==> src/moving_average_latency_predictor_defines.svh <==
// Assertion macros shared by the moving-average latency predictor RTL.
// Depends on nothing; the including module must provide clk and rst_n.
`ifndef MOVING_AVERAGE_LATENCY_PREDICTOR_DEFINES_SVH
`define MOVING_AVERAGE_LATENCY_PREDICTOR_DEFINES_SVH

// The consequent must hold in the same cycle as the antecedent.
`define MALP_ASSERT_IMPLY(label, ante, cons, msg) \
    label: assert property (@(posedge clk) disable iff (!rst_n) (ante) |-> (cons)) \
        else $error(msg);

// The consequent must hold in the cycle after the antecedent.
`define MALP_ASSERT_NEXT(label, ante, cons, msg) \
    label: assert property (@(posedge clk) disable iff (!rst_n) (ante) |=> (cons)) \
        else $error(msg);

`endif

==> src/malp_pkg.sv <==
// Shared types and constants of the moving-average latency predictor.
// Depends on nothing; used by the channel interfaces and all RTL modules.
package malp_pkg;

    typedef enum logic [0:0] {
        OP_RECORD  = 1'b0,
        OP_PREDICT = 1'b1
    } op_t;

    typedef enum logic [1:0] {
        STATUS_PREDICTED      = 2'd0,
        STATUS_WARMUP         = 2'd1,
        STATUS_OVER_THRESHOLD = 2'd2,
        STATUS_NONPOSITIVE    = 2'd3
    } status_t;

    localparam int THRESHOLD_BITS = 48;

endpackage

==> src/malp_if.sv <==
// Valid/ready channel interfaces of the moving-average latency predictor.
// Depends on malp_pkg for the operation and status types.
interface malp_req_if
    import malp_pkg::*;
#(
    parameter int TIME_BITS = 48
)
();
    logic                 valid;
    logic                 ready;
    op_t                  operation;
    logic [TIME_BITS-1:0] now;
    logic [TIME_BITS-1:0] window_low;
    logic [TIME_BITS-1:0] window_high;

    modport source (output valid, operation, now, window_low, window_high, input ready);
    modport sink (input valid, operation, now, window_low, window_high, output ready);
endinterface

interface malp_rsp_if
    import malp_pkg::*;
#(
    parameter int TIME_BITS = 48
)
();
    logic                 valid;
    logic                 ready;
    logic [TIME_BITS-1:0] predicted_low;
    logic [TIME_BITS-1:0] predicted_high;
    status_t              status;

    modport source (output valid, predicted_low, predicted_high, status, input ready);
    modport sink (input valid, predicted_low, predicted_high, status, output ready);
endinterface

interface malp_cfg_if
    import malp_pkg::*;
();
    logic                              valid;
    logic                              ready;
    logic signed [THRESHOLD_BITS-1:0] error_threshold;

    modport source (output valid, error_threshold, input ready);
    modport sink (input valid, error_threshold, output ready);
endinterface

==> src/malp_predict_pipe.sv <==
// Result stage: scales the running sum down to the window mean and forms the saturated window bounds
// (in_now for both if unpredicted) in one pass into the result reg. Depends on malp_pkg, malp_if, defines.
`include "moving_average_latency_predictor_defines.svh"

module malp_predict_pipe
    import malp_pkg::*;
#(
    parameter int WINDOW_DEPTH = 16,
    parameter int TIME_BITS    = 48
)
(
    input  logic                                             clk,
    input  logic                                             rst_n,
    input  logic                                             in_valid,
    output logic                                             in_ready,
    input  logic [TIME_BITS-1:0]                             in_now,
    input  status_t                                          in_status,
    input  logic signed [TIME_BITS+1+$clog2(WINDOW_DEPTH):0] in_sum,
    malp_rsp_if.source                                       rsp
);

    localparam int SUM_W = TIME_BITS + 2 + $clog2(WINDOW_DEPTH);
    localparam int SHIFT = $clog2(4 * WINDOW_DEPTH);
    localparam int QW    = SUM_W - 1 - SHIFT;
    localparam int OFF_W = QW + 2;
    localparam int ADD_W = ((OFF_W > TIME_BITS) ? OFF_W : TIME_BITS) + 1;

    localparam logic [ADD_W-1:0] TIME_MAX = ADD_W'({TIME_BITS{1'b1}});

    logic                 out_valid_reg;
    status_t              status_reg;
    logic [TIME_BITS-1:0] plo_reg;
    logic [TIME_BITS-1:0] phi_reg;
    logic [TIME_BITS-1:0] plo_next;
    logic [TIME_BITS-1:0] phi_next;
    logic                 load;
    logic [QW-1:0]        quotient;
    logic [SHIFT-1:0]     remainder;
    logic [SHIFT+1:0]     remainder3;
    logic [OFF_W-1:0]     off_hi;
    logic [ADD_W-1:0]     lo_sum;
    logic [ADD_W-1:0]     hi_sum;

    assign in_ready = !out_valid_reg || rsp.ready;
    assign load     = in_valid && in_ready;

    // The divisor 4 * WINDOW_DEPTH is a power of two, so the mean is the sum shifted down, and the
    // upper bound gains the carry out of three times the bits that are shifted out.
    assign quotient   = in_sum[SUM_W-2:SHIFT];
    assign remainder  = in_sum[SHIFT-1:0];
    assign remainder3 = (SHIFT+2)'(remainder) + (SHIFT+2)'({remainder, 1'b0});
    assign off_hi     = OFF_W'(quotient) + OFF_W'({quotient, 1'b0})
                        + OFF_W'(remainder3[SHIFT+1:SHIFT]);
    assign lo_sum     = ADD_W'(in_now) + ADD_W'(quotient);
    assign hi_sum     = ADD_W'(in_now) + ADD_W'(off_hi);

    always_comb
    begin
        if (in_status == STATUS_PREDICTED)
        begin
            plo_next = (lo_sum > TIME_MAX) ? '1 : lo_sum[TIME_BITS-1:0];
            phi_next = (hi_sum > TIME_MAX) ? '1 : hi_sum[TIME_BITS-1:0];
        end
        else
        begin
            plo_next = in_now;
            phi_next = in_now;
        end
    end

    always_ff @(posedge clk or negedge rst_n)
    begin
        if (!rst_n)
        begin
            out_valid_reg <= 1'b0;
        end
        else if (in_ready)
        begin
            out_valid_reg <= in_valid;
        end
    end

    always_ff @(posedge clk)
    begin
        if (load)
        begin
            status_reg <= in_status;
            plo_reg    <= plo_next;
            phi_reg    <= phi_next;
        end
    end

    assign rsp.valid          = out_valid_reg;
    assign rsp.predicted_low  = plo_reg;
    assign rsp.predicted_high = phi_reg;
    assign rsp.status         = status_reg;

    `MALP_ASSERT_IMPLY(a_window_order,
        rsp.valid && rsp.status == STATUS_PREDICTED,
        rsp.predicted_low <= rsp.predicted_high,
        "Predicted window has its bounds reversed.")
    `MALP_ASSERT_IMPLY(a_flat_window,
        rsp.valid && rsp.status != STATUS_PREDICTED,
        rsp.predicted_low == rsp.predicted_high,
        "Unpredicted result is not a single point.")
    `MALP_ASSERT_IMPLY(a_positive_sum,
        in_valid && in_status == STATUS_PREDICTED,
        !in_sum[SUM_W-1] && (in_sum != '0),
        "Prediction requested with a nonpositive running sum.")
    `MALP_ASSERT_NEXT(a_hold_result,
        rsp.valid && !rsp.ready,
        rsp.valid && $stable(rsp.predicted_low) && $stable(rsp.predicted_high)
            && $stable(rsp.status),
        "Waiting result transaction changed before it was taken.")

endmodule

==> src/moving_average_latency_predictor.sv <==
// Moving-average latency predictor, top level; depends on malp_pkg, malp_if and malp_predict_pipe.
// Throughput is one transaction per cycle on the request channel, records and predictions alike,
// unless a stall holds it. A prediction result passes the input register, then the result register.
// A held result stalls requests once a prediction waits behind it.
// WINDOW_DEPTH must be a power of two, so that the window mean is a shift.
// Reset clears the fill count, write slot, running sum, threshold and valid flags, not the ring.
`include "moving_average_latency_predictor_defines.svh"

module moving_average_latency_predictor
    import malp_pkg::*;
#(
    parameter int WINDOW_DEPTH = 16,
    parameter int TIME_BITS    = 48
)
(
    input  logic      clk,
    input  logic      rst_n,
    malp_req_if.sink  request,
    malp_rsp_if.source response,
    malp_cfg_if.sink  cfg
);

    localparam int DELTA_W = TIME_BITS + 2;
    localparam int SLOT_W  = $clog2(WINDOW_DEPTH);
    localparam int FILL_W  = $clog2(WINDOW_DEPTH + 1);
    localparam int SUM_W   = DELTA_W + $clog2(WINDOW_DEPTH);
    localparam int BOUND_W = THRESHOLD_BITS + $clog2(2 * WINDOW_DEPTH) + 1;
    localparam int CMP_W   = (SUM_W > BOUND_W) ? SUM_W : BOUND_W;

    localparam logic [SLOT_W-1:0]         LAST_SLOT   = SLOT_W'(WINDOW_DEPTH - 1);
    localparam logic [FILL_W-1:0]         FULL_COUNT  = FILL_W'(WINDOW_DEPTH);
    localparam logic signed [BOUND_W-1:0] BOUND_SCALE = BOUND_W'(2 * WINDOW_DEPTH);

    logic                        s0_valid_reg;
    op_t                         s0_op_reg;
    logic [TIME_BITS-1:0]        s0_now_reg;
    logic signed [DELTA_W-1:0]   s0_delta_reg;
    logic signed [DELTA_W-1:0]   delta_next;

    logic                        s0_advance;
    logic                        record_fire;
    logic                        pipe_in_valid;
    logic                        pipe_in_ready;
    status_t                     pipe_status;

    logic signed [DELTA_W-1:0]   delta_ring_mem [WINDOW_DEPTH];
    logic signed [DELTA_W-1:0]   old_entry_reg;
    logic [SLOT_W-1:0]           write_slot_reg;
    logic [SLOT_W-1:0]           write_slot_next;
    logic [SLOT_W-1:0]           read_slot;
    logic [FILL_W-1:0]           fill_count_reg;
    logic [FILL_W-1:0]           fill_count_next;
    logic signed [SUM_W-1:0]     delta_sum_reg;
    logic signed [SUM_W-1:0]     delta_sum_next;
    logic signed [SUM_W-1:0]     evict;
    logic                        ring_full;

    logic signed [BOUND_W-1:0]   threshold_bound_reg;
    logic signed [BOUND_W-1:0]   bound_next;
    logic signed [BOUND_W-1:0]   threshold_ext;
    logic signed [CMP_W-1:0]     sum_cmp;
    logic signed [CMP_W-1:0]     bound_cmp;

    // Input register; the difference is kept in half ticks.
    assign delta_next = DELTA_W'({request.now, 1'b0}) - DELTA_W'(request.window_low)
                        - DELTA_W'(request.window_high);

    assign record_fire   = s0_valid_reg && (s0_op_reg == OP_RECORD);
    assign pipe_in_valid = s0_valid_reg && (s0_op_reg == OP_PREDICT);
    assign s0_advance    = record_fire || (pipe_in_valid && pipe_in_ready);
    assign request.ready = !s0_valid_reg || s0_advance;

    always_ff @(posedge clk or negedge rst_n)
    begin
        if (!rst_n)
        begin
            s0_valid_reg <= 1'b0;
        end
        else if (request.ready)
        begin
            s0_valid_reg <= request.valid;
        end
    end

    always_ff @(posedge clk)
    begin
        if (request.valid && request.ready)
        begin
            s0_op_reg    <= request.operation;
            s0_now_reg   <= request.now;
            s0_delta_reg <= delta_next;
        end
    end

    // Ring and running sum.
    assign ring_full       = (fill_count_reg == FULL_COUNT);
    assign evict           = ring_full ? SUM_W'(old_entry_reg) : '0;
    assign delta_sum_next  = delta_sum_reg + SUM_W'(s0_delta_reg) - evict;
    assign fill_count_next = ring_full ? fill_count_reg : fill_count_reg + 1'b1;
    assign write_slot_next = (write_slot_reg == LAST_SLOT) ? '0 : write_slot_reg + 1'b1;
    assign read_slot       = record_fire ? write_slot_next : write_slot_reg;

    always_ff @(posedge clk or negedge rst_n)
    begin
        if (!rst_n)
        begin
            write_slot_reg <= '0;
            fill_count_reg <= '0;
            delta_sum_reg  <= '0;
        end
        else if (record_fire)
        begin
            write_slot_reg <= write_slot_next;
            fill_count_reg <= fill_count_next;
            delta_sum_reg  <= delta_sum_next;
        end
    end

    // The read port keeps the entry under the write slot ready for eviction.
    always_ff @(posedge clk)
    begin
        if (record_fire)
        begin
            delta_ring_mem[write_slot_reg] <= s0_delta_reg;
        end
        old_entry_reg <= delta_ring_mem[read_slot];
    end

    // The threshold is stored already scaled to the sum: predict only if sum > -2 * depth * T.
    assign cfg.ready     = 1'b1;
    assign threshold_ext = BOUND_W'(cfg.error_threshold);
    assign bound_next    = -(threshold_ext * BOUND_SCALE);

    always_ff @(posedge clk or negedge rst_n)
    begin
        if (!rst_n)
        begin
            threshold_bound_reg <= '0;
        end
        else if (cfg.valid && cfg.ready)
        begin
            threshold_bound_reg <= bound_next;
        end
    end

    assign sum_cmp   = CMP_W'(delta_sum_reg);
    assign bound_cmp = CMP_W'(threshold_bound_reg);

    always_comb
    begin
        priority if (!ring_full)
        begin
            pipe_status = STATUS_WARMUP;
        end
        else if (!(sum_cmp > bound_cmp))
        begin
            pipe_status = STATUS_OVER_THRESHOLD;
        end
        else if (delta_sum_reg[SUM_W-1] || (delta_sum_reg == '0))
        begin
            pipe_status = STATUS_NONPOSITIVE;
        end
        else
        begin
            pipe_status = STATUS_PREDICTED;
        end
    end

    malp_predict_pipe #(
        .WINDOW_DEPTH (WINDOW_DEPTH),
        .TIME_BITS    (TIME_BITS)
    ) u_predict_pipe (
        .clk       (clk),
        .rst_n     (rst_n),
        .in_valid  (pipe_in_valid),
        .in_ready  (pipe_in_ready),
        .in_now    (s0_now_reg),
        .in_status (pipe_status),
        .in_sum    (delta_sum_reg),
        .rsp       (response)
    );

    `MALP_ASSERT_IMPLY(a_empty_sum,
        fill_count_reg == '0,
        delta_sum_reg == '0,
        "Running sum is nonzero while the ring is empty.")
    `MALP_ASSERT_NEXT(a_fill_step,
        record_fire && !ring_full,
        fill_count_reg == $past(fill_count_reg) + 1'b1,
        "Fill count did not advance on a record.")
    `MALP_ASSERT_IMPLY(a_slot_tracks_fill,
        !ring_full,
        write_slot_reg == SLOT_W'(fill_count_reg),
        "Write slot and fill count disagree during warm-up.")

endmodule
==> src/flat_wrapper.sv <==
// flat-port wrapper written by rule: the top's interface ports become plain ports
module moving_average_latency_predictor_flat import malp_pkg::*;
#(
    parameter int WINDOW_DEPTH = 16,
    parameter int TIME_BITS    = 48
)
  (clk, rst_n, request_valid, request_operation, request_now, request_window_low, request_window_high, request_ready, response_valid, response_predicted_low, response_predicted_high, response_status, response_ready, cfg_valid, cfg_error_threshold, cfg_ready);
  malp_req_if #(.TIME_BITS(TIME_BITS)) request_i ();
  malp_rsp_if #(.TIME_BITS(TIME_BITS)) response_i ();
  malp_cfg_if cfg_i ();
  input  logic clk;
  input  logic rst_n;
  input wire logic [$bits(request_i.valid)-1:0] request_valid;
  input wire logic [$bits(request_i.operation)-1:0] request_operation;
  input wire logic [$bits(request_i.now)-1:0] request_now;
  input wire logic [$bits(request_i.window_low)-1:0] request_window_low;
  input wire logic [$bits(request_i.window_high)-1:0] request_window_high;
  output wire logic [$bits(request_i.ready)-1:0] request_ready;
  output wire logic [$bits(response_i.valid)-1:0] response_valid;
  output wire logic [$bits(response_i.predicted_low)-1:0] response_predicted_low;
  output wire logic [$bits(response_i.predicted_high)-1:0] response_predicted_high;
  output wire logic [$bits(response_i.status)-1:0] response_status;
  input wire logic [$bits(response_i.ready)-1:0] response_ready;
  input wire logic [$bits(cfg_i.valid)-1:0] cfg_valid;
  input wire logic [$bits(cfg_i.error_threshold)-1:0] cfg_error_threshold;
  output wire logic [$bits(cfg_i.ready)-1:0] cfg_ready;
  assign request_i.valid = request_valid;
  assign request_i.operation = request_operation;
  assign request_i.now = request_now;
  assign request_i.window_low = request_window_low;
  assign request_i.window_high = request_window_high;
  assign request_ready = request_i.ready;
  assign response_valid = response_i.valid;
  assign response_predicted_low = response_i.predicted_low;
  assign response_predicted_high = response_i.predicted_high;
  assign response_status = response_i.status;
  assign response_i.ready = response_ready;
  assign cfg_i.valid = cfg_valid;
  assign cfg_i.error_threshold = cfg_error_threshold;
  assign cfg_ready = cfg_i.ready;
  moving_average_latency_predictor #(.WINDOW_DEPTH(WINDOW_DEPTH), .TIME_BITS(TIME_BITS)) u_core (.clk(clk), .rst_n(rst_n), .request(request_i), .response(response_i), .cfg(cfg_i));
endmodule
==> config.mk <==
export PLATFORM = sky130hd
export DESIGN_NAME = moving_average_latency_predictor_flat
export DESIGN_NICKNAME = d
export VERILOG_FILES = /design/src/malp_pkg.sv /design/src/malp_if.sv /design/src/malp_predict_pipe.sv /design/src/moving_average_latency_predictor.sv /design/src/flat_wrapper.sv
export VERILOG_INCLUDE_DIRS = /design/src /design/src/src
export SDC_FILE = /design/constraint.sdc
export NUM_CORES = 2
export LEC_CHECK = 0
export ABC_AREA = 0
export BUFFER_PORTS_ARGS = -buffer_cell sky130_fd_sc_hd__buf_2
export CELL_PAD_IN_SITES_DETAIL_PLACEMENT = 1
export CELL_PAD_IN_SITES_GLOBAL_PLACEMENT = 1
export CORE_MARGIN = 3
export CORE_UTILIZATION = 30
export CTS_CLUSTER_DIAMETER = 100
export DETAILED_ROUTE_END_ITERATION = 8
export PLACE_DENSITY = 0.55
export SLEW_MARGIN = 20
export SYNTH_ARGS = -nofsm -noshare
export SYNTH_HDL_FRONTEND = slang
export SYNTH_SLANG_ARGS = --single-unit
export TNS_END_PERCENT = 100
==> constraint.sdc <==
create_clock -name clk -period 10.5 [get_ports clk]
set_input_delay 0 -clock clk [delete_from_list [all_inputs] [get_ports clk]]
set_output_delay 0 -clock clk [all_outputs]
set_load 0.01 [all_outputs]
==> key figures <==
Run status
  • Status: finished, final reports clean

Synthesis
  • Post-synthesis mux area share: 0.00116
  • Area share of fa/ha/maj cells after synthesis: 0.107
  • Fraction of registers with async set/reset: 0.0982
  • Cells after synthesis: around 5600
  • Mean Syn Cell Area: roughly 11 sq um
  • Simple-gate share of the synthesized area: 0.142
  • Most common flop cell mapped by yosys: edfxtp_1
  • Seq/Total Area, Yosys: 0.551
  • Cell Area, Synth: 0.0614 sq mm
  • Largest family of logic cells by synthesized area: simple AND/OR/NAND/NOR gates
  • Compound-Gate Fraction of Synth Area: 0.126
  • Synth warnings: 0
  • Synthesized Nets: a little over 6000
  • XOR/XNOR share of the synthesized area: 0.0307
  • Post-synth EDFFs: 997
  • Synth Register Bits: approximately 1200
  • Library cells used by synthesis: 94

Die
  • Initial Util: 0.303
  • Num rows: 165
  • Die footprint: 0.210 sq mm
  • Die X: between 400 and 500 um
  • Die Y: between 400 and 500 um
  • Ports: about 300
  • Core Region: 0.203 sq mm

STA
  • Final setup margin: slightly above 4000 ps
  • Period utilization: 0.615
  • Unrepaired setup endpoints after global routing: no
  • Rel. slew slack: 0.266
  • Hold Violations, Final: 0
  • Fin crit period: around 6500 ps
  • Worst-margin pin slew: between 1000 and 1500 ps
  • Post-Route Setup TNS: 0 ps
  • Fmax: between 150 and 200 MHz
  • Final Max Slew Viols: 0
  • Setup-failing EPs final: 0
  • Worst Skew: around 25 ps

Place
  • RD Place Congestion: 0.871
  • HPWL after DPL: around 130 mm
  • # port buffers: between 200 and 300
  • Setup WS pre-CTS: between 4000 and 5000 ps

Global route
  • Initial antenna violation count: 5
  • GRT Resource Usage Total: 0.192
  • Largest net degree at the start of global routing: 210
  • Vias in the first global route: approximately 48000
  • First-pass GRT wire length: ~310 mm
  • Grt ovf: 0

Final layout
  • Register area: about 0.034 sq mm
  • Multi-input logic area: approximately 0.025 sq mm
  • Area grow syn2layout: 18.9%
  • Max reg flops: 800
  • Layout cells sized above 1: 0.100
  • Fillcell total: between 20000 and 25000
  • Nets: between 6000 and 7000

CTS
  • Worst-Skew Late Latency: just under 800 ps
  • Number of clock sinks: roughly 1200
  • Setup bufs post-CTS: 0
  • CTS root buffer: clkbuf_16
  • CTS Buf Count: 131
  • Resized Gates After CTS: 0
  • Clock-pin slew on the worst setup and hold paths: roughly 60 ps
  • CTS tree: done
  • H-tree levels: 4
  • Clock tree buffer depth: 3

Min path
  • Hold crit path type: in2reg

Drt
  • Mean routed wirelength per cell: 23.2 um
  • Wirelength, routed: between 200 and 250 mm
  • Drt pass-1 iters: 5
  • DRC errors left: 0
  • Iter 0 DRT Violations: roughly 2700
  • Via Count: roughly 45000
  • Vias per cell: approximately 5
  • Antenna-violating nets left: 0

Worst setup path
  • Worst setup SP type: register
  • Critical path class: reg2reg
  • Worst setup EP type: register
  • Crit-path max FO: 48
  • Critical Path RT: approximately 11000 ps
  • WP data arrival: 6970 ps

Power and ir drop
  • Maximum VDD drop: about 0.00025 V
  • Lkg Pwr: 28.6 nW
  • P per Cell Area: 292 mW/mm^2

Flow run
  • Max_cap viols: 0
==> metrics by stage <==
stage                util  instance area, sq um  power (W)  hold WS [ps]  std cells
global route        0.360                 73000     0.0229          13.5       8853
CTS                 0.360                 73000     0.0215          1.27       8853
floorplan               -                 61400     0.0134          -296       5570
finish              0.360                 73000     0.0213          48.3       8856
global placement    0.325                 65800     0.0165          73.7       8338
detailed placement  0.325                 65800     0.0166          73.2       8339
==> cell families after synthesis <==
family,Yosys count
other cells,1
simple gates,1911
xor+xnor,215
buf+inv,675
mux,7
fa+ha+maj,437
flops,1161
compound gates,1163
==> final cells by class <==
| class | instances | share of cell area |
|---|---|---|
| Antenna cell | 3 | 0.000103 |
| Clock buffer | 189 | 0.0503 |
| Clock inverter | 54 | 0.00993 |
| Inverter | 421 | 0.0219 |
| Multi-Input combinational cell | 3734 | 0.345 |
| Sequential cell | 1161 | 0.463 |
| Tap cell | 2672 | 0.0458 |
| Timing Repair Buffer | 622 | 0.0643 |
==> timing repair <==
action	4_1_cts	5_1_grt
hold buffers	271	0
setup endpoints to repair	0	0
hold endpoints to repair	205	0
==> metal layers <==
metal	vias to the layer above	routed length [um]	GRT usage
met1	23000	93300	0.256
met4	2	5390	0.0535
met2	821	99500	0.329
met5	-	13	0
met3	243	6930	0.0209
li1	21000	-	-
==> power breakdown <==
part	total (W)	internal, W	switching (W)
combinational	0.0100	0.00384	0.00617
clock	0.00470	0.00274	0.00196
sequential	0.00660	0.00578	0.000823
total	0.0213	0.0124	0.00896
==> final timing paths <==
kind                       cells after the start                                                     end  slack, ps                                 start
max                                           21  u_core.u_predict_pipe.rsp.predicted_high[14]$_DFFE_PP_       4040   u_core.delta_sum_reg[1]$_DFFE_PN0P_
min                                            5                       u_core.s0_delta_reg[34]$_DFFE_PP_         50               request_window_high[34]
max reg2reg                                   21  u_core.u_predict_pipe.rsp.predicted_high[14]$_DFFE_PP_       4040   u_core.delta_sum_reg[1]$_DFFE_PN0P_
min reg2reg                                    1                    u_core.fill_count_reg[4]$_DFFE_PN0P_        500  u_core.fill_count_reg[4]$_DFFE_PN0P_
max in group asynchronous                      4                    u_core.delta_sum_reg[18]$_DFFE_PN0P_       9240                                 rst_n
min in group asynchronous                      4                         u_core.bound_cmp[7]$_DFFE_PN0P_        460                                 rst_n
==> cell usage in the layout (no fill, tap or decap), types with 130 or more instances in the layout <==
cell           netlist  final
nand2_1           1046   1045
edfxtp_1           997    997
inv_1              419    418
a21oi_1            321    320
buf_2               13    296
ha_1               288    288
dlygate4sd3_1        0    270
nand3_1            250    250
o21ai_0            204    204
nor2_1             172    170
a311oi_1           155    155
fa_1               149    149
a21o_1             136    136
clkbuf_16            0    135
and3_1             130    130
==> synthesized netlist by cell type, drive strengths merged (26+ instances only) <==
cell type  instances  area (sq um)
a21oi            322          1620
edfxtp           997         29900
nand4             58           378
xor2              92           806
o22a              60           526
a311oi           156          1370
dfxtp             50          1000
and2              76           475
nand2           1046          3930
nor2b             26           163
and3             130           813
fa               149          2980
a21o             136          1020
o21ai            212          1060
clkbuf           220           826
buf               34           166
dfrtp            114          2850
ha               288          3600
nand2b            30           188
nand3            250          1250
xnor2            123          1080
nor3              48           252
a31oi             77           494
nor2             174           677
inv              420          1580
==> worst max-delay path, cell delays in order (launching register included) <==
cell and delay [ps]:
dfrtp_1 430, ha_1 310, a31o_2 230, a21o_1 180
a21o_1 200, a21oi_1 180, xnor2_1 160, fa_1 460
ha_1 210, or2_2 310, fa_1 410, a21o_1 230
a311oi_1 330, o22ai_1 260, o21ai_2 370, o211ai_1 270
o31a_2 410, a21oi_4 160, mux2i_1 300, o2111ai_4 120
buf_4 320, o22a_1 270
Note: power is estimated with default switching activity, not from simulation.
